[src/hw/rtl/tcw_pkg.sv]
// ----------------------------------------------------------------------------
// tcw_pkg
// Shared types and constants of the text console writer: command codes,
// console byte codes and the words that travel between front, queue and back.
// ----------------------------------------------------------------------------
package tcw_pkg;

   // request kinds
   localparam logic [1:0] KIND_PUT  = 2'd0;
   localparam logic [1:0] KIND_READ = 2'd1;
   localparam logic [1:0] KIND_SET  = 2'd2;

   // console byte codes
   localparam logic [7:0] CHAR_BACKSPACE = 8'h08;
   localparam logic [7:0] CHAR_TAB       = 8'h09;
   localparam logic [7:0] CHAR_NEWLINE   = 8'h0A;
   localparam logic [7:0] CHAR_SPACE     = 8'h20;

   // attribute after reset: white on black
   localparam logic [7:0] ATTR_RESET = 8'h0F;

   // depth of the command queue between front and back
   localparam int CMDQ_DEPTH = 2;

   // decoded commands for the back end
   typedef enum logic [2:0] {
      OP_PUT       = 3'd0,
      OP_NEWLINE   = 3'd1,
      OP_BACKSPACE = 3'd2,
      OP_TAB       = 3'd3,
      OP_READ      = 3'd4,
      OP_SET       = 3'd5,
      OP_NOP       = 3'd6
   } op_type;

   // one classified command word
   typedef struct packed {
      op_type      op;
      logic [7:0]  char_code;  // character to store (space for backspace)
      logic [6:0]  column;     // saturated for set, raw for read
      logic [4:0]  row;
      logic        in_range;   // read target lies inside the screen
   } cmd_type;

   // one result word
   typedef struct packed {
      logic [6:0]  cursor_column_out;
      logic [4:0]  cursor_row_out;
      logic [10:0] cursor_index;
      logic [15:0] cell_value;
      logic        scrolled;
   } rsp_type;

   // back end status toward the request side
   typedef struct packed {
      logic init_busy;  // cell store clearing after reset
   } back_status_type;

endpackage

[src/hw/rtl/tcw_front.sv]
// ----------------------------------------------------------------------------
// tcw_front
// Request decoder: classifies a console request into a command word and
// clamps set-cursor coordinates to the screen.
// ----------------------------------------------------------------------------
module tcw_front #(
   parameter int COLUMNS = 80,
   parameter int ROWS    = 25
) (
   input  logic [1:0]      req_kind,
   input  logic [7:0]      req_char_code,
   input  logic [6:0]      req_cell_column,
   input  logic [4:0]      req_cell_row,
   output tcw_pkg::cmd_type cmd
);
   import tcw_pkg::*;

   logic col_ok;
   logic row_ok;

   // range checks against the screen size
   assign col_ok = 32'(req_cell_column) < COLUMNS;
   assign row_ok = 32'(req_cell_row) < ROWS;

   // classify the request
   always_comb begin
      cmd.op        = OP_NOP;
      cmd.char_code = req_char_code;
      cmd.column    = req_cell_column;
      cmd.row       = req_cell_row;
      cmd.in_range  = col_ok && row_ok;
      unique case (req_kind)
         KIND_PUT: begin
            priority if (req_char_code == CHAR_NEWLINE) begin
               cmd.op = OP_NEWLINE;
            end else if (req_char_code == CHAR_BACKSPACE) begin
               cmd.op        = OP_BACKSPACE;
               cmd.char_code = CHAR_SPACE;
            end else if (req_char_code == CHAR_TAB) begin
               cmd.op = OP_TAB;
            end else begin
               cmd.op = OP_PUT;
            end
         end
         KIND_READ: begin
            cmd.op = OP_READ;
         end
         KIND_SET: begin
            cmd.op = OP_SET;
            if (!col_ok) begin
               cmd.column = 7'(COLUMNS - 1);
            end
            if (!row_ok) begin
               cmd.row = 5'(ROWS - 1);
            end
         end
         default: begin
            cmd.op = OP_NOP;
         end
      endcase
   end

endmodule

[config.mk]
export PLATFORM = sky130hd
export DESIGN_NAME = tcw_front
export DESIGN_NICKNAME = d
export VERILOG_FILES = /design/src/hw/rtl/tcw_pkg.sv /design/src/hw/rtl/tcw_front.sv
export SDC_FILE = /design/constraint.sdc
export NUM_CORES = 1
export LEC_CHECK = 0
export BUFFER_PORTS_ARGS = -buffer_cell sky130_fd_sc_hd__buf_2
export CAP_MARGIN = 25
export CORE_AREA = 8 8 45 47
export DETAILED_ROUTE_END_ITERATION = 10
export DIE_AREA = 0 0 53 55
export RECOVER_POWER = 50
export SLEW_MARGIN = 15
export SYNTH_ARGS = -nofsm -noshare
export SYNTH_HDL_FRONTEND = slang
export SYNTH_SLANG_ARGS = --single-unit
[constraint.sdc]
create_clock -name vclk -period 2.8
set_clock_uncertainty 0.05 [all_clocks]
set_input_delay 0.28 -clock vclk [all_inputs]
set_output_delay 0.28 -clock vclk [all_outputs]
set_load 0.005 [all_outputs]
# After elaboration in Yosys (flattened, before gate mapping)
# Cells that the tools add are included.
# W data, S select, Z words.
# totals
register_bits	0
latch_bits	0
mem_bits_rw	0
romBits	0
inputBits	22
memories	0
# op_classes
add_sub_neg	0
n_mul	0
n_div	0
magnitude_cmp	2
eq_ne	5
shift	0
muxes	10
bitwise	0
n_reduce_logical	2
# ops
cell	count
$eq A8 B4 Y1 const B	3
$mux W8	3
$mux W12	1
$pmux W3 S3	1
$lt A7 B7 Y1 const B	1
$mux W7	1
$mux W3	2
$lt A5 B5 Y1 const B	1
$mux W5	1
$eq A2 B1 Y1 const B	1
$eq A2 B2 Y1 const B	1
$logic_not A2 Y1	1
$mux W2	1
$logic_and A1 B1 Y1	1

# Logic depth before layout (Yosys ltp)
# Gate-level depths: netlist of the first run.
# logic_depth
ltp_word	5
ltp_mapped	4
ltp_nobuf	4

# Worst setup path after synthesis of the first run
# OpenSTA, ideal clock, no wires.
# synth_timing
path_kind	input -> output
startpoint	input req_char_code[7]
endpoint	output cmd[21] in the netlist's numbering
arrival_ns	1.188
t_required_ns	2.470
setup_slack_ns	1.282
path_stages	2
path_buffers	0
path_cell_list	or4b_4 o41ai_2
# synth_rtl
element	line	text
from (decl)	tcw_front.sv:11	input logic [7:0] req_char_code,
to (decl)	tcw_front.sv:14	output tcw_pkg::cmd_type cmd

==> run metrics, run 1 <==
Total GRT Usage=0.06921; fin crit share=0.6393; Hold Crit Start=req_char_code[2]; crit end category=output port; status=complete, no violations; Hold Crit Class=in -> out; kind of critical path=in -> out; syn_nets=68; Max Clock Freq=558.7 MHz; first-pass GRT wire length=1662 microns; most common cell after layout, fill and taps aside=buf_2; ANT cells=0; crit path DAT=1.46 ns; worst hold endpoint=cmd[15]; gr ovfl total=0; # hold bufs at CTS=0; worst slew pin tran=0.3225 ns; LEAKAGE=0.0002620 uW; largest net degree at the start of global routing=6; post-synth cell types=18; WP data required=2.47 ns; first-pass iteration count of the detailed router=4; CP max FO=4; Final nets=107; relative slew slack=0.7841; vias in the first global route=399; Initial Utilization=0.2089; postcts setup bufs=0; final setup fails=0; synthesized area per cell=6.722 sq um; global placement routability congestion=0.7132; pwr/cell area=131.9 nW/um^2; Layout fillers=162; fin. max-slew vios=0; Area growth syn-to-layout=68.83%; min Tclk post-route=1.790 ns; Final ANT Viol Nets=0; WHS Path Cells=2; layout cells sized above 1=0.5250; Post-Syn Area=289.0 sq um; total negative slack=0 ns; Seq. cell area=0 sq um; final sequential cell count=0; post-route cell area=488.0 sq um; Horiz. Die Dim=53 microns; placed cell areas=499.2 sq um; WL final=1119 microns; die area=2915 sq um; CP Launch Type=primary input; YS warnings=0; post-CTS sizing=0; io pins=46; die height=55 microns; final core utilization=0.3526; most frequent cells in the layout=buf_2 (37), clkbuf_1 (9), nand2b_1 (7), inv_1 (5); crit path from=req_char_code[7]; residual DRC count=0; Syn Inst Count=43; Via Count=410; core area=1384 sq um; Max Cap Violations=0; Initial DRC Count=7; PortBufs=46; peak supply drop=0.03417 mV; RSZ-0062 raised after global routing=false; Multi-input gate area=230.2 sq um; WL/cell=11.66 microns; Seq/Total Area, Yosys=0; vias per inst=4.271; Rows=14; layout clock buffer count=0; initial antenna violation count=0; final hold vios=0
## cells in the mapped netlist
| library cell | number | share of area |
|---|---|---|
| a21boi_0 | 2 | 0.052 |
| and2_1 | 4 | 0.087 |
| clkbuf_1 | 8 | 0.10 |
| dlygate4sd3_1 | 1 | 0.035 |
| ha_1 | 3 | 0.13 |
| inv_1 | 5 | 0.065 |
| nand2b_1 | 7 | 0.15 |
| nand3_1 | 1 | 0.017 |
| o211ai_1 | 1 | 0.026 |
| o21ai_0 | 1 | 0.017 |
| o311ai_0 | 1 | 0.030 |
| o31a_2 | 1 | 0.035 |
| o31ai_1 | 2 | 0.052 |
| o41ai_2 | 1 | 0.056 |
| or2_2 | 2 | 0.043 |
| or3_1 | 1 | 0.022 |
| or4b_4 | 1 | 0.048 |
| xnor2_1 | 1 | 0.030 |
## metal layers
layer / track usage / part of all wire / vias to the layer above / wire [microns]
li1: - / - / 212 / -
met1: 0.07240 / 0.31 / 177 / 351
met2: 0.1426 / 0.52 / 21 / 579
met3: 0.01604 / 0.17 / 0 / 188
met4: 0 / 0 / 0 / 0
met5: 0 / 0 / - / 0
## layout make-up
type / count / share of cell area
repair buffers: 46 / 0.4487
well taps: 16 / 0.04103
inverters: 5 / 0.03846
multi-input cells: 29 / 0.4718
## worst max path at each step
stage / to / slack (ns) / cells past startpoint
6_report: cmd[21] / 1.01 / 4
3_5_place_dp: cmd[21] / 1.00 / 4
4_1_cts: cmd[21] / 1.0 / 4
5_1_grt: cmd[21] / 0.94 / 4
3_3_place_gp: cmd[21] / 1.04 / 4
2_1_floorplan: cmd[21] / 1.28 / 2
## logic make-up (layout without fill, tap and decap cells)
logic type               Yosys count  after routing  synth area share
XOR/XNOR                           1              1           0.03031
AND/OR/NAND/NOR                   16             16            0.3679
AO/OA/AOI/OAI                      9              9            0.2684
adder cells (fa/ha/maj)            3              3            0.1299
buffers and inverters             14             51            0.2035
## stage by stage
stage	power (uW)	std cells	hold WS [ns]	setup WS [ns]
global route	72.50	96	0.7078	0.9441
floorplan	30.42	43	0.5885	1.282
global placement	66.95	96	0.6959	1.041
finish	64.37	96	0.6962	1.010
CTS	68.08	96	0.6987	0.9951
detailed placement	67.81	96	0.6982	1.001
## worst max-delay path, stage by stage
cell and delay, ns:
buf_2 0.10, or4b_4 0.56, o41ai_2 0.35, buf_2 0.17
## power breakdown
| part | leakage, uW | switching, uW | internal, uW |
|---|---|---|---|
| Clock | 0 | 0 | 0 |
| Combinational | 0.000262 | 29.0 | 35.3 |
| Sequential | 0 | 0 | 0 |
Note: power is estimated with default switching activity, not from simulation.
==> run 2, diff against run 1 <==
--- a/config.mk
+++ b/config.mk
@@ -5,11 +5,13 @@
 export SDC_FILE = /design/constraint.sdc
 export NUM_CORES = 1
 export LEC_CHECK = 0
+export ABC_AREA = 1
 export BUFFER_PORTS_ARGS = -buffer_cell sky130_fd_sc_hd__buf_2
 export CAP_MARGIN = 25
 export CORE_AREA = 8 8 45 47
 export DETAILED_ROUTE_END_ITERATION = 10
 export DIE_AREA = 0 0 53 55
+export PLACE_DENSITY = 0.67
 export RECOVER_POWER = 50
 export SLEW_MARGIN = 15
 export SYNTH_ARGS = -nofsm -noshare
==> constraint.sdc (replaced) <==
create_clock -name vclk -period 1.9
set_clock_uncertainty 0.05 [all_clocks]
set_input_delay 0.19 -clock vclk [all_inputs]
set_output_delay 0.19 -clock vclk [all_outputs]
set_load 0.005 [all_outputs]
==> run metrics, run 2 <==
status=complete, no violations; Hold Crit Start=req_char_code[6]; Internal=48.90 uW (+38%); min Tclk post-route=1.236 ns; vias per inst=4.049 (-5.2%); Sw Share=0.4939 (+0.04286); Via Count=498 (+21%); Rows=14 (unchanged); buffer and inverter count on the worst path=3 (+1); RSZ-0062 raised after global routing=false; Final nets=134 (+25%); core area=1384 sq um (unchanged); Synth area leader=nand2_1; # hold bufs at CTS=0 (unchanged); top cells by area, synth=nand2_1 (28%), inv_1 (21%), ha_1 (12%), clkbuf_1 (11%), nor2_1 (7.0%); residual DRC count=0 (unchanged); initial antenna violation count=0 (unchanged); worst slew pin tran=0.1629 ns (-0.1596 ns); combinational power share=1.000 (about the same); die area=2915 sq um (unchanged); CP max FO=4 (unchanged); most frequent cells in the layout=buf_2 (39), nand2_1 (24), inv_1 (18), clkbuf_1 (7), nor2_1 (6); layout cells sized above 1=0.3832 (-0.1418); most used cell, CP=buf_2; Initial Utilization=0.2315 (+0.02260); final core utilization=0.3816 (+0.02893); Hold Crit Class=in -> out; Multi-input gate area=219.0 sq um (-4.9%); CP Launch Type=primary input; post-synth cell types=13 (-5); vias in the first global route=452 (+13%); postcts setup bufs=0 (unchanged); relative slew slack=0.8906 (+0.1065); top post-synthesis cells by count=nand2_1 (24), inv_1 (18), clkbuf_1 (9); most frequent cell after synthesis=nand2_1; die height=55 microns (unchanged); final hold vios=0 (unchanged); Final ANT Viol Nets=0 (unchanged); peak supply drop=0.05699 mV (+67%); Area growth syn-to-layout=64.84%; kind of critical path=in -> out; hpwl dp=1070 microns; Seq/Total Area, Yosys=0 (unchanged); CP delay by family, top=buffers and inverters; Horiz. Die Dim=53 microns (unchanged); top cell type's share of synthesized area=0.2813 (+0.1297); crit end category=output port; crit path DAT=1.00 ns (-0.46 ns); largest net degree at the start of global routing=5 (-1); fin. max-slew vios=0 (unchanged); most common cell after layout, fill and taps aside=buf_2; LEAKAGE=0.0003773 uW (+44%); Seq. cell area=0 sq um (unchanged); WL/cell=8.976 microns (-23%); Layout fillers=165 (+1.9%); critical path's largest stage delay=0.24 ns (-0.32 ns); first-pass iteration count of the detailed router=2 (-2); pwr/cell area=183.0 nW/um^2 (+39%); Syn Inst Count=70 (+63%); global placement routability congestion=0.8325 (+17%); Total GRT Usage=0.06267 (-0.006540); final sequential cell count=0 (unchanged); Post-Syn Area=320.3 sq um (+11%); ANT cells=0 (unchanged); critical path's slowest cell=ha_1; Cell Chain, Critical Path=buf_2 > inv_1 > ha_1 > or2_1 > nand2_1 > buf_2; first-pass GRT wire length=1552 microns (-6.6%); WL final=1104 microns (-1.3%); gr ovfl total=0 (unchanged); Net Switching=47.73 uW (+64%); Seq pwr share=0 (unchanged); fin crit share=0.6504; synthesized area per cell=4.576 sq um (-32%); WP data required=1.66 ns (-0.81 ns); Max Clock Freq=809.2 MHz; final setup fails=0 (unchanged); Max Cap Violations=0 (unchanged); Initial DRC Count=1 (-6); io pins=46 (unchanged); layout clock buffer count=0 (unchanged); total negative slack=0 ns (unchanged); clock network fraction of total power=0 (unchanged); post-CTS sizing=0 (unchanged); syn_nets=95 (+40%); worst hold endpoint=cmd[19]; YS warnings=0 (unchanged); WHS Path Cells=2 (unchanged); PortBufs=46 (unchanged)
==> run 2: cell types whose count changed after synthesis, sizes merged, moves of 2 or more <==
cell and change:
nand2 +25, and2 -4, nand2b -7, o31ai -2
nor2 +7, o21a +2, inv +13
==> run 2: logic make-up after synthesis <==
| logic type | after synthesis | synth area share |
|---|---|---|
| adder cells (fa/ha/maj) | 3 | 0.1172 |
| buffers and inverters | 27 | 0.3164 |
| AO/OA/AOI/OAI | 5 | 0.1093 |
| AND/OR/NAND/NOR | 35 | 0.4570 |
==> run 2: worst max path at each step <==
| stage | startpoint | cells after the start | slack, ns | to |
|---|---|---|---|---|
| after floorplan | req_kind[0] | 4 | 0.88 | cmd[22] |
| after global placement | req_kind[0] | 6 | 0.67 | cmd[22] |
| after detailed placement | req_kind[0] | 6 | 0.66 | cmd[22] |
| after CTS | req_kind[0] | 6 | 0.65 | cmd[22] |
| after global routing | req_kind[0] | 7 | 0.57 | cmd[3] |
| final | req_kind[0] | 6 | 0.66 | cmd[22] |
==> run 2: stage by stage <==
stage          setup slack [ns]  total power (uW)  instance area (sq um)  hold slack [ns]  std cells
3_5_place_dp             0.6562             101.5                  536.8           0.5145        123
3_3_place_gp             0.6733             99.69                  536.8           0.5148        123
6_report                 0.6642             96.63                  528.0           0.5121        123
2_1_floorplan            0.8764             46.15                  320.3           0.3834         70
4_1_cts                  0.6516             101.8                  536.8           0.5148        123
5_1_grt                  0.5704             111.0                  528.0           0.5162        123
==> run 2: power by group through the flow <==
stage	clock network, uW	registers, uW	logic (uW)
2_1_floorplan	0	0	46.1
3_3_place_gp	0	0	99.7
3_5_place_dp	0	0	101
4_1_cts	0	0	102
5_1_grt	0	0	111
6_report	0	0	96.6
==> run 2: cell type report <==
class,instances,share of cell area
Inverter,18,0.1280
Multi-Input combinational cell,43,0.4147
Timing Repair Buffer,46,0.4194
Tap cell,16,0.03791
==> run 2: metal layers <==
metal	vias up	wire length (microns)	GRT usage
li1	267	-	-
met1	194	429	0.07240
met4	0	0	0
met2	37	431	0.1074
met5	-	0	0
met3	0	242	0.03209
==> run 3, diff against run 2 <==
==> constraint.sdc (replaced) <==
create_clock -name vclk -period 1.15
set_clock_uncertainty 0.05 [all_clocks]
set_input_delay 0.115 -clock vclk [all_inputs]
set_output_delay 0.115 -clock vclk [all_outputs]
set_load 0.005 [all_outputs]
==> run metrics, run 3 (synthesized netlist as in run 2, its figures left out) <==
Initial DRC Count=2 (+1); Hold Crit Start=req_char_code[6]; final hold vios=0 (unchanged); total power=161.6 uW (+67%); CP max FO=4 (unchanged); final core utilization=0.3843 (+0.002713); hpwl dp=1070 microns (unchanged); WL/cell=9.000 microns (+0.27%); Final WS setup=0.07013 ns (-0.5940 ns); fin. max-slew vios=0 (unchanged); worst slew pin tran=0.1631 ns (+0.0002118 ns); CP Launch Type=primary input; core area=1384 sq um (unchanged); Initial Utilization=0.2315 (unchanged); total negative slack=0 ns (unchanged); first-pass iteration count of the detailed router=4 (+2); LEAKAGE=0.0003771 uW (about the same); Final nets=134 (unchanged); PortBufs=46 (unchanged); gr ovfl total=0 (unchanged); crit path DAT=0.91 ns (-0.09 ns); pre-CTS setup slack=0.05617 ns (-0.6000 ns); pwr/cell area=303.9 nW/um^2 (+66%); WL final=1107 microns (+0.27%); peak supply drop=0.09157 mV (+61%); # hold bufs at CTS=0 (unchanged); WP data required=0.99 ns (-0.67 ns); relative slew slack=0.8904 (about the same); die height=55 microns (unchanged); die area=2915 sq um (unchanged); ANT cells=0 (unchanged); Seq. cell area=0 sq um (unchanged); initial antenna violation count=0 (unchanged); Layout fillers=163 (-1.2%); kind of critical path=in -> out; min Tclk post-route=1.080 ns; global placement routability congestion=0.8326 (about the same); residual DRC count=0 (unchanged); RSZ-0062 raised after global routing=false; final setup fails=0 (unchanged); Total GRT Usage=0.06267 (unchanged); layout cells sized above 1=0.4112 (+0.02804); vias in the first global route=452 (unchanged); Rows=14 (unchanged); largest net degree at the start of global routing=5 (unchanged); crit path from=req_kind[1]; Max Clock Freq=926.0 MHz; Horiz. Die Dim=53 microns (unchanged); Area growth syn-to-layout=66.02%; most common cell after layout, fill and taps aside=buf_2; Via Count=496 (-0.40%); Hold Crit Class=in -> out; first-pass GRT wire length=1552 microns (unchanged); final sequential cell count=0 (unchanged); most frequent cells in the layout=buf_2 (40), nand2_1 (24), inv_1 (17), nor2_1 (6), clkbuf_1 (6); fin crit share=0.9390; crit end category=output port; hold_ws=0.3621 ns (-0.1500 ns); io pins=46 (unchanged); status=complete, no violations; Max Cap Violations=0 (unchanged); vias per inst=4.033 (-0.40%); layout clock buffer count=0 (unchanged); Final ANT Viol Nets=0 (unchanged)
-- run 3: cell types whose count changed in the layout (fill, tap and decap cells not counted), sizes merged --
cell	before	now
buf	39	40
clkbuf	7	6
-- run 3: metal layers --
layer	vias to the layer above	global-route usage	share of wire
met3	0	0.03209	0.23
li1	266	-	-
met2	37	0.1074	0.39
met4	0	0	0
met1	193	0.07240	0.38
met5	-	0	0
-- run 3: worst paths after layout --
kind       to  slack (ns)  cells after the start
max   cmd[22]        0.07                      6
min   cmd[19]        0.36                      2
-- run 3: worst max-delay path, cell delays in order --
cell     delay, ns
buf_2         0.11
inv_1         0.06
ha_1          0.26
or2_1         0.20
nand2_1       0.06
buf_2         0.10
-- run 3: cell type report --
type               instances  area [sq um]  area share
multi-input cells         43         221.5      0.4165
well taps                 16         20.02     0.03765
repair buffers            46         222.7      0.4188
inverters                 18         67.56      0.1271
-- run 3: power breakdown --
part	internal (uW)	switching [uW]
registers	0	0
clock network	0	0
logic	81.9	79.7
total	81.9	79.7
-- run 3: per-stage QoR --
step	cell area (sq um)	instances
global placement	536.8	123
detailed placement	536.8	123
CTS	536.8	123
floorplan	320.3	70
global route	531.8	123
finish	531.8	123
-- run 3: what timing repair did --
action	4_1_cts	5_1_grt
gates resized for setup	0	3
setup endpoints to repair	0	4
hold endpoints to repair	0	0
buffers inserted	0	0
