$ cat src/hw/rtl/tcw_pkg.sv
// ----------------------------------------------------------------------------
// tcw_pkg
// Shared types and constants of the text console writer: command codes,
// console byte codes and the words that travel between front, queue and back.
// ----------------------------------------------------------------------------
package tcw_pkg;

   // request kinds
   localparam logic [1:0] KIND_PUT  = 2'd0;
   localparam logic [1:0] KIND_READ = 2'd1;
   localparam logic [1:0] KIND_SET  = 2'd2;

   // console byte codes
   localparam logic [7:0] CHAR_BACKSPACE = 8'h08;
   localparam logic [7:0] CHAR_TAB       = 8'h09;
   localparam logic [7:0] CHAR_NEWLINE   = 8'h0A;
   localparam logic [7:0] CHAR_SPACE     = 8'h20;

   // attribute after reset: white on black
   localparam logic [7:0] ATTR_RESET = 8'h0F;

   // depth of the command queue between front and back
   localparam int CMDQ_DEPTH = 2;

   // decoded commands for the back end
   typedef enum logic [2:0] {
      OP_PUT       = 3'd0,
      OP_NEWLINE   = 3'd1,
      OP_BACKSPACE = 3'd2,
      OP_TAB       = 3'd3,
      OP_READ      = 3'd4,
      OP_SET       = 3'd5,
      OP_NOP       = 3'd6
   } op_type;

   // one classified command word
   typedef struct packed {
      op_type      op;
      logic [7:0]  char_code;  // character to store (space for backspace)
      logic [6:0]  column;     // saturated for set, raw for read
      logic [4:0]  row;
      logic        in_range;   // read target lies inside the screen
   } cmd_type;

   // one result word
   typedef struct packed {
      logic [6:0]  cursor_column_out;
      logic [4:0]  cursor_row_out;
      logic [10:0] cursor_index;
      logic [15:0] cell_value;
      logic        scrolled;
   } rsp_type;

   // back end status toward the request side
   typedef struct packed {
      logic init_busy;  // cell store clearing after reset
   } back_status_type;

endpackage

$ cat src/hw/rtl/tcw_cmd_queue.sv
// ----------------------------------------------------------------------------
// tcw_cmd_queue
// Short command queue that decouples the request decoder from the back end.
// ----------------------------------------------------------------------------
module tcw_cmd_queue (
   input  logic             clock,
   input  logic             reset,
   input  logic             push,
   input  tcw_pkg::cmd_type push_cmd,
   output logic             full,
   input  logic             pop,
   output tcw_pkg::cmd_type head_cmd,
   output logic             head_valid
);
   import tcw_pkg::*;

   localparam int PTR_W = $clog2(CMDQ_DEPTH);
   localparam int CNT_W = $clog2(CMDQ_DEPTH + 1);

   cmd_type            entry_ff [CMDQ_DEPTH];
   logic [PTR_W-1:0]   wr_ptr_ff;
   logic [PTR_W-1:0]   wr_ptr_in;
   logic [PTR_W-1:0]   rd_ptr_ff;
   logic [PTR_W-1:0]   rd_ptr_in;
   logic [CNT_W-1:0]   count_ff;
   logic [CNT_W-1:0]   count_in;
   logic               do_push;
   logic               do_pop;

   assign full       = count_ff == CNT_W'(CMDQ_DEPTH);
   assign head_valid = count_ff != '0;
   assign head_cmd   = entry_ff[rd_ptr_ff];
   assign do_push    = push && !full;
   assign do_pop     = pop && head_valid;

   // advance pointers and fill count
   always_comb begin
      wr_ptr_in = wr_ptr_ff;
      rd_ptr_in = rd_ptr_ff;
      count_in  = count_ff;
      if (do_push) begin
         wr_ptr_in = (wr_ptr_ff == PTR_W'(CMDQ_DEPTH - 1)) ? '0 : wr_ptr_ff + 1'b1;
      end
      if (do_pop) begin
         rd_ptr_in = (rd_ptr_ff == PTR_W'(CMDQ_DEPTH - 1)) ? '0 : rd_ptr_ff + 1'b1;
      end
      if (do_push && !do_pop) begin
         count_in = count_ff + 1'b1;
      end else if (do_pop && !do_push) begin
         count_in = count_ff - 1'b1;
      end
   end

   always_ff @(posedge clock) begin
      if (reset) begin
         wr_ptr_ff <= '0;
         rd_ptr_ff <= '0;
         count_ff  <= '0;
      end else begin
         wr_ptr_ff <= wr_ptr_in;
         rd_ptr_ff <= rd_ptr_in;
         count_ff  <= count_in;
      end
   end

   // hold command words
   always_ff @(posedge clock) begin
      if (do_push) begin
         entry_ff[wr_ptr_ff] <= push_cmd;
      end
   end

endmodule

$ cat config.mk
export PLATFORM = sky130hd
export DESIGN_NAME = tcw_cmd_queue
export DESIGN_NICKNAME = d
export VERILOG_FILES = /design/src/hw/rtl/tcw_pkg.sv /design/src/hw/rtl/tcw_cmd_queue.sv
export SDC_FILE = /design/constraint.sdc
export NUM_CORES = 1
export LEC_CHECK = 0
export BUFFER_PORTS_ARGS = -buffer_cell sky130_fd_sc_hd__clkbuf_2
export CAP_MARGIN = 20
export CORE_MARGIN = 2
export CORE_UTILIZATION = 37
export DETAILED_ROUTE_END_ITERATION = 8
export PLACE_DENSITY = 0.6
export SLEW_MARGIN = 20
export SYNTH_ARGS = -nofsm -noshare
export SYNTH_HDL_FRONTEND = slang
export SYNTH_SLANG_ARGS = --single-unit
$ cat constraint.sdc
create_clock -name clock -period 1.5 [get_ports clock]
set_input_delay 0.075 -clock clock [delete_from_list [all_inputs] [get_ports clock]]
set_output_delay 0.075 -clock clock [all_outputs]
set_load 0.01 [all_outputs]
Word level (Yosys, flattened, before mapping)

Memories as Yosys holds them, arrays and structs flattened. A register that Yosys moved wholly into a read port is not among the register bits.
Index checks and enable logic that the tools add are counted.

Bits in registers: 4
RAM bits: 48
Bits of input ports: 28
Logic and storage cells: 26
Memories: 1

$add $sub $neg: 4
Equality and inequality tests: 1
Muxes and demuxes: 8
Reductions and logical operators: 9

Memories:

| name     | depth | width | read ports | clocked after Yosys merged registers in | write ports | RTL line            | text |
|---|---|---|---|---|---|---|---|
| entry_ff | 2     | 24    | 1          | 1                                       | 1           | tcw_cmd_queue.sv:20 | `cmd_type entry_ff [CMDQ_DEPTH];` |

Operators by type and width:

| kind                                                               | number |
|---|---|
| 1-bit two-way mux                                                  | 6 |
| 1-bit logical AND                                                  | 4 |
| 2-bit two-way mux                                                  | 2 |
| 2-bit nonzero test                                                 | 2 |
| 1-bit zero test                                                    | 3 |
| 1-bit adder, second input constant                                 | 2 |
| 2-bit by 1-bit adder with 2-bit output, second input constant      | 1 |
| 2-bit equality test, second input constant                         | 1 |
| 2-bit by 1-bit subtractor with 2-bit output, second input constant | 1 |

Longest topological paths before layout

Gate-level depths: netlist (run 1).

Depth after elaboration: 7
Gate-level depth with buffers: 6
Depth with buffers taken out: 6

Least setup slack after synthesis (run 1)

OpenSTA, ideal clock, no wires.

Kind: register to register
Start point: register count_ff[1]
End point: memory entry_ff[0][0] in the netlist's numbering (enable)
Data arrival time: 1304 ps
Path slack: -182 ps
Stages on the path, launching flop included: 4
Buffers on the path: 0
Cells stage by stage: dfxtp_1 > nor2b_2 > or3_1 > inv_1

Cells in the longest elaborated chain, start to end: 5

Ends and longest elaborated chain:

| item                                    | RTL line            | text |
|---|---|---|
| start: declaration                      | tcw_cmd_queue.sv:25 | `logic [CNT_W-1:0] count_ff;` |
| start signal: assignment                | tcw_cmd_queue.sv:62 | `count_ff <= count_in;` |
| 2-bit equality test                     | tcw_cmd_queue.sv:30 | `assign full = count_ff == CNT_W'(CMDQ_DEPTH);` |
| net full                                | tcw_cmd_queue.sv:10 | `output logic full,` |
| 1-bit zero test                         | tcw_cmd_queue.sv:33 | `assign do_push = push && !full;` |
| 1-bit logical AND                       | tcw_cmd_queue.sv:33 |  |
| 1-bit two-way mux                       | tcw_cmd_queue.sv:68 | `if (do_push) begin` |
| 1-bit two-way mux (implied by the code) | tcw_cmd_queue.sv:69 | `entry_ff[wr_ptr_ff] <= push_cmd;` |
| end: declaration                        | tcw_cmd_queue.sv:20 |  |

The timed path passes the listed nets, and every way through them passes these cells.

Worst setup path after layout (run 1)

Start point: register count_ff[1]
End point: register count_ff[1]

Cells in the longest elaborated chain, start to end: 6

Ends and longest elaborated chain:

| item                                | RTL line            | text |
|---|---|---|
| 2-bit equality test                 | tcw_cmd_queue.sv:30 |  |
| 1-bit zero test                     | tcw_cmd_queue.sv:33 |  |
| 1-bit logical AND                   | tcw_cmd_queue.sv:33 |  |
| 1-bit zero test                     | tcw_cmd_queue.sv:49 | `end else if (do_pop && !do_push) begin` |
| 1-bit logical AND                   | tcw_cmd_queue.sv:49 |  |
| 2-bit nonzero test (no source line) | -                   |  |

Parallel ways exist; a longest one is shown, timed or not. The select of a mux whose other input is x is not followed.
A chain may end at the register's enable or synchronous reset.

==> results.txt, run 1 <==
Count of boundary I/O pins = 54
Layout overhead on the synthesized area = 41.6%
Filler cell count in the final layout = 426
Via count of the first global-routing pass = 1,211
Cell type with the highest aggregate area in the netlist = sky130_fd_sc_hd__edfxtp_1
Setup_tns = 0 ps
Ratio of cells with drive above 1 in the final layout = 51.6%
DIE AREA = 0.00586 mm²
Worst-Skew Late Latency = 290 ps
Core ar. = 0.00511 mm²
Number of rows created at floorplan = 26
Router iterations before antenna repair = 2
Post-synthesis average cell area = 19.5 µm²
EDFF count, synth = 48
First-iteration detailed-routing DRC count = 33
Wire length of the first global-routing pass = 5420 µm
WP data required = 1720 ps
Antenna Cells = 0
Die width = 76.5 µm
Cell types occupying the most area after synthesis = sky130_fd_sc_hd__edfxtp_1, sky130_fd_sc_hd__mux2_2, sky130_fd_sc_hd__dfxtp_1, sky130_fd_sc_hd__xor2_1, sky130_fd_sc_hd__buf_2
Final layout net count = 218
Reg-to-reg startpoint = count_ff[1]
Grt met2 use = 22.8%
Hold violation total from the final report = 0
Worst-case headroom to the max-slew limit = 86.7%
Share of the synthesized area in the top cell type = 74.0%
Leak = 1.06 nW
Cell types with the highest counts after synthesis = sky130_fd_sc_hd__edfxtp_1, sky130_fd_sc_hd__mux2_2, sky130_fd_sc_hd__dfxtp_1
Async set-or-reset flop fraction in the synthesized netlist = 0%
Synth warnings = 0
CP max FO = 5
Number of max-capacitance violations reported = 0
Crit path capture type = flip-flop
Total number of H-tree levels = 2
Worst-path clk slew = 80 ps
Worst slew pin tran = 198 ps
Worst voltage drop across the vdd grid = 0.000812 V
Total overflow reported by the global router = 0
TritonCTS clock tree = done
Met3 global-route usage = 3.91%
Most crowded layer after global routing = met2
Final slew viol count = 0
Worst hold stages = 4
Synthesis-stage register bit count = 53
Most used flip-flop cell after synthesis = sky130_fd_sc_hd__edfxtp_1
Placed wire-length estimate after detailed placement = 2310 µm
Number of buffers inserted by port buffering = 53
Via total after detailed routing = 1,132
Skew final = 3.61 ps
Core Util, Final = 54.0%
Share of the yosys chip area belonging to registers = 79.2%
Antenna-violating nets left = 0
Maximum buffer depth of the clock tree = 2
Dominant cell by count in the synthesized netlist = sky130_fd_sc_hd__edfxtp_1
Sort of element at the start of the critical path = flip-flop
Clock buffers created by TritonCTS = 5
Length in cells of the worst reg-to-reg path = 5
Highest attainable clock frequency = 0.683 GHz
Post-route worst setup slack = 36.8 ps
Average wire length per cell after detail routing = 13.2 µm
Final std cell area, no fill = 0.00276 mm²
Result of the run = finished clean
Total cell area at the placement stage = 0.00238 mm²
Cells after Synth = 100
Crit Path Class = flip-flop to flip-flop
Power density over cell area = 1490 mW/mm²
Crit share post-route = 97.5%
Worst Hold End = wr_ptr_ff
Count of clock tree sinks = 53
Worst-case register-to-register setup slack = 40 ps
Critical path data arrival time = 1680 ps
Global router's overall resource usage = 12.1%
Remaining DRCs = 0
Start point of the worst hold path = push
Pin count of the biggest net entering global routing = 18
Avg Vias per Cell = 4.35
Met1 GRT Util = 13.2%
Wirelength, routed = 3430 µm
Die height = 76.5 µm
Final Power = 4.12 mW
Starting utilization of the core area = 38.1%
Antenna violations before repair = 0
Post-Syn Area = 0.00195 mm²
Distinct cell type count after synthesis = 14
Capture instance of the worst register-to-register path = count_ff[1]
Root Buffer Master = sky130_fd_sc_hd__clkbuf_8
Pre-CTS setup slack = -47.6 ps
Min-delay worst type = primary input to flip-flop
Final setup violation count = 0
Synthesized Nets = 129
Setup bufs post-CTS = 0
Weighted congestion at the end of routability-driven global placement = 0.656
Final worst path period need = 1460 ps
flip-flops by register name (all words and copies together) (netlist names), named ones only:
| register | count |
|---|---|
| count_ff | 2 |
| wr_ptr_ff | 1 |
| entry_ff | 48 |
| rd_ptr_ff | 1 |
per-stage QoR:
stage,std cells,hold WS [ps]
4_1_cts,260,161
3_3_place_gp,227,267
2_1_floorplan,100,144
5_1_grt,260,187
3_5_place_dp,227,269
6_report,260,185
cell usage in the layout (no fill, tap or decap), drive strengths merged, types with 3 or more instances in the layout:
master       instances
edfxtp              48
dfxtp                5
clkbuf              58
nor2                 4
dlygate4sd3         25
buf                  7
o21ai                3
mux2                24
xor2                 3
worst max path at each step:
stage                           start              to  slack, ps  depth (start not counted)
after global placement    count_ff[1]     count_ff[1]         70                          5
final                     count_ff[1]     count_ff[1]         40                          5
after CTS                 count_ff[0]     count_ff[1]          3                          4
after global routing      count_ff[1]     count_ff[1]         -4                          6
after detailed placement  count_ff[1]     count_ff[1]        -50                          5
after floorplan           count_ff[1]  entry_ff[0][0]         10                          3
critical path: stages, from the launching register on:
cell and delay (ps):
sky130_fd_sc_hd__dfxtp_4 370, sky130_fd_sc_hd__nor2b_4 180, sky130_fd_sc_hd__nor2_2 60, sky130_fd_sc_hd__ha_1 310, sky130_fd_sc_hd__or3_1 360, sky130_fd_sc_hd__a21oi_1 130
cell families (layout without fill, tap and decap cells):
family                     count (synthesis)  after routing  synth area share, %
xor gates and xnor gates                   3              3                 1.35
DFF                                       53             53                 79.2
adders and majority gates                  1              1                0.643
and+or+nand+nor                            9              9                 2.51
AOI/OAI and AO/OA                          5              5                 1.29
buffers and inverters                      5             95                 1.16
muxes                                     24             24                 13.9
metal layers:
layer | vias to the layer above | part of all wire, % | routed length [µm]
li1 | 558 | - | -
met1 | 538 | 42 | 1450
met2 | 33 | 53 | 1810
met3 | 3 | 4.5 | 156
met4 | 0 | 0.61 | 21
met5 | - | 0 | 0
power by group:
group          switching (mW)  leakage [nW]  internal [mW]
registers              0.0785         0.490           1.87
clock network           0.419        0.0518          0.491
logic                   0.609         0.518          0.654
final cells by class:
class | instances | area (µm²) | area share, %
Timing Repair Buffer | 85 | 609 | 22.1
Clock buffer | 5 | 68.8 | 2.50
Sequential cell | 53 | 1550 | 56.1
Inverter | 2 | 11.3 | 0.409
Tap cell | 70 | 87.6 | 3.18
Clock inverter | 3 | 41.3 | 1.50
Multi-Input combinational cell | 42 | 392 | 14.2
what timing repair did:
item / in CTS / in global routing
hold buffers: 25 / 0
pin swaps: 0 / 1
endpoints found under the hold margin: 51 / 0
gates resized for setup: 3 / 4
gates cloned: 0 / 0
endpoints found under the setup margin: 1 / 17
(Power assumes the default switching activity.)
==> run 2, diff against run 1 <==
--- a/config.mk
+++ b/config.mk
@@ -7,7 +7,6 @@
 export LEC_CHECK = 0
 export BUFFER_PORTS_ARGS = -buffer_cell sky130_fd_sc_hd__clkbuf_2
 export CAP_MARGIN = 20
-export CORE_MARGIN = 2
 export CORE_UTILIZATION = 37
 export DETAILED_ROUTE_END_ITERATION = 8
 export PLACE_DENSITY = 0.6
==> run 2 against run 1 <==
Against the previous run: final cell count grew 0.77%; clock skew grew 1.5 ps; first-iteration DRC count grew 88%; die area shrank 5.2%; clock power shrank 21%; clock-buffer cell count grew 1; core utilization grew 0.075 points; sequential share of layout area grew 0.33 points; sequential power is essentially flat; design area shrank 0.50%; largest cell class unchanged; combinational power grew 3%.
==> results.txt, run 2 (same netlist as run 1, synthesis figures left out) <==
Result of the run = finished clean
Met3 global-route usage = 3.79% (-0.12 points)
Antenna-violating nets left = 0 (unchanged)
Antenna Cells = 0 (unchanged)
Setup repair after global routing missed its margin = yes
Most crowded layer after global routing = met2
Critical path buffer and inverter count = 0 (unchanged)
Number of max-capacitance violations reported = 0 (unchanged)
Global router's overall resource usage = 13.2% (+1.1 points)
Final slew viol count = 0 (unchanged)
Crit path capture type = flip-flop
Ratio of cells with drive above 1 in the final layout = 52.1% (+0.50 points)
Commonest non-fill, non-tap cell in the layout = sky130_fd_sc_hd__clkbuf_2
Pin count of the biggest net entering global routing = 18 (unchanged)
Remaining DRCs = 0 (unchanged)
Wirelength, routed = 3460 µm (+0.99%)
Final std cell area, no fill = 0.00274 mm² (-0.50%)
Weighted congestion at the end of routability-driven global placement = 0.646 (-1.6%)
Wire length of the first global-routing pass = 5210 µm (-3.9%)
Core ar. = 0.00507 mm² (-0.64%)
Avg Vias per Cell = 4.45 (+2.2%)
Layout overhead on the synthesized area = 40.9%
Maximum buffer depth of the clock tree = 2 (unchanged)
Placed wire-length estimate after detailed placement = 2330 µm (+0.86%)
Min-delay worst type = primary input to flip-flop
Pre-CTS setup slack = -9.36 ps (+38.2 ps)
Count of placed standard cells including taps = 227 (unchanged)
Sort of element at the start of the critical path = flip-flop
Registers with the most flip-flops = entry_ff: 48 flops, count_ff: 2 flops
Met1 GRT Util = 13.9% (+0.72 points)
Number of buffers inserted by port buffering = 53 (unchanged)
Total overflow reported by the global router = 0 (unchanged)
Die height = 74.5 µm (-2.6%)
Leak = 1.06 nW (about the same)
Final layout net count = 221 (+1.4%)
Via total after detailed routing = 1,166 (+3.0%)
Worst voltage drop across the vdd grid = 0.000609 V (-25%)
Number of flip-flops under the largest register name = 48 (unchanged)
Crit share post-route = 97.9% (+0.32 points)
Root Buffer Master = sky130_fd_sc_hd__clkbuf_8
Sequence of cells on the critical path = nor2b_4, nor2_2, ha_1, or3_1, a21oi_1
Average wire length per cell after detail routing = 13.2 µm (+0.22%)
Number of rows created at floorplan = 26 (unchanged)
Hold violation total from the final report = 0 (unchanged)
Antenna violations before repair = 0 (unchanged)
Worst slew pin tran = 175 ps (-22.8 ps)
Highest cell delay on the worst timing path = 380 ps (about the same)
Skew final = 5.13 ps (+1.52 ps)
Highest attainable clock frequency = 0.681 GHz (-0.33%)
DIE AREA = 0.00556 mm² (-5.2%)
Count of clock tree sinks = 53 (unchanged)
Worst-path clk slew = 80 ps (about the same)
Final Power = 3.99 mW (-3.2%)
Clock buffers created by TritonCTS = 5 (unchanged)
Post-route worst setup slack = 32.0 ps (-4.82 ps)
Router iterations before antenna repair = 4 (+2)
Setup_tns = 0 ps (unchanged)
Critical path data arrival time = 1690 ps (about the same)
Starting utilization of the core area = 38.4% (+0.24 points)
Family of cells with the greatest summed delay on the critical path = simple AND/OR/NAND/NOR gates
Worst-case headroom to the max-slew limit = 88.3% (+1.5 points)
Final setup violation count = 0 (unchanged)
Minimum hold slack = 217 ps (+32.6 ps)
Worst-Skew Late Latency = 290 ps (about the same)
Register with the most flip-flops = entry_ff
TritonCTS clock tree = done
First-iteration detailed-routing DRC count = 62 (+88%)
Final worst path period need = 1470 ps (+4.82 ps)
Power density over cell area = 1450 mW/mm² (-2.7%)
Crit Path Class = flip-flop to flip-flop
Total number of H-tree levels = 2 (unchanged)
Via count of the first global-routing pass = 1,176 (-2.9%)
Core Util, Final = 54.0% (+0.075 points)
Count of boundary I/O pins = 54 (unchanged)
Non-filler instance count after layout = 262 (+0.77%)
Die width = 74.5 µm (-2.6%)
CP max FO = 4 (-1)
WP data required = 1720 ps (about the same)
Grt met2 use = 24.5% (+1.7 points)
Slowest-stage cell, CP = sky130_fd_sc_hd__or3_1
Total cell area at the placement stage = 0.00238 mm² (unchanged)
Leading cell types in the layout, fill and taps excluded = sky130_fd_sc_hd__clkbuf_2, sky130_fd_sc_hd__edfxtp_1, sky130_fd_sc_hd__dlygate4sd3_1
run 2: cell types whose count changed in the layout (fill, tap and decap cells not counted):
cell                         previous run  this run
sky130_fd_sc_hd__buf_4                  3         7
sky130_fd_sc_hd__buf_6                  1         0
sky130_fd_sc_hd__bufinv_16              1         0
sky130_fd_sc_hd__clkbuf_1               0         1
sky130_fd_sc_hd__clkinvlp_4             2         1
sky130_fd_sc_hd__dfxtp_1                3         2
sky130_fd_sc_hd__dfxtp_2                1         2
run 2: worst paths after layout:
kind / cells after the start / slack [ps] / startpoint / endpoint
max: 5 / 30 / count_ff[1] / count_ff[1]
min: 4 / 220 / push / wr_ptr_ff
max reg2reg: 5 / 30 / count_ff[1] / count_ff[1]
min reg2reg: 2 / 510 / count_ff[1] / count_ff[1]
run 2: layout make-up:
| cell class | instances | area [µm²] |
|---|---|---|
| Timing Repair Buffer | 88 | 628 |
| Tap cell | 70 | 87.6 |
| Multi-Input combinational cell | 42 | 392 |
| Inverter | 2 | 11.3 |
| Clock buffer | 6 | 72.6 |
| Clock inverter | 1 | 3.75 |
| Sequential cell | 53 | 1550 |
| Fill cell | 440 | 2330 |
run 2: what timing repair did:
| action | 4_1_cts | 5_1_grt |
|---|---|---|
| hold endpoints to repair | 49 | 0 |
| gates resized for setup | 4 | 3 |
| hold buffers | 25 | 0 |
| buffers inserted | 0 | 3 |
| pin swaps | 0 | 3 |
| setup endpoints to repair | 22 | 2 |
run 2: per-layer routing:
| layer | up-vias | routed length (µm) |
|---|---|---|
| li1 | 561 | - |
| met1 | 567 | 1400 |
| met2 | 33 | 1860 |
| met4 | 0 | 50 |
| met5 | - | 0 |
| met3 | 5 | 159 |
run 2: tightest hold or removal path, delay by kind of cell:
kind,cells,cell delay (ps)
buffers and inverters,2,140
AOI/OAI and AO/OA,2,250
run 2: power by group:
part	switching (mW)	internal, mW
logic	0.605	0.699
clock network	0.402	0.315
registers	0.0956	1.87
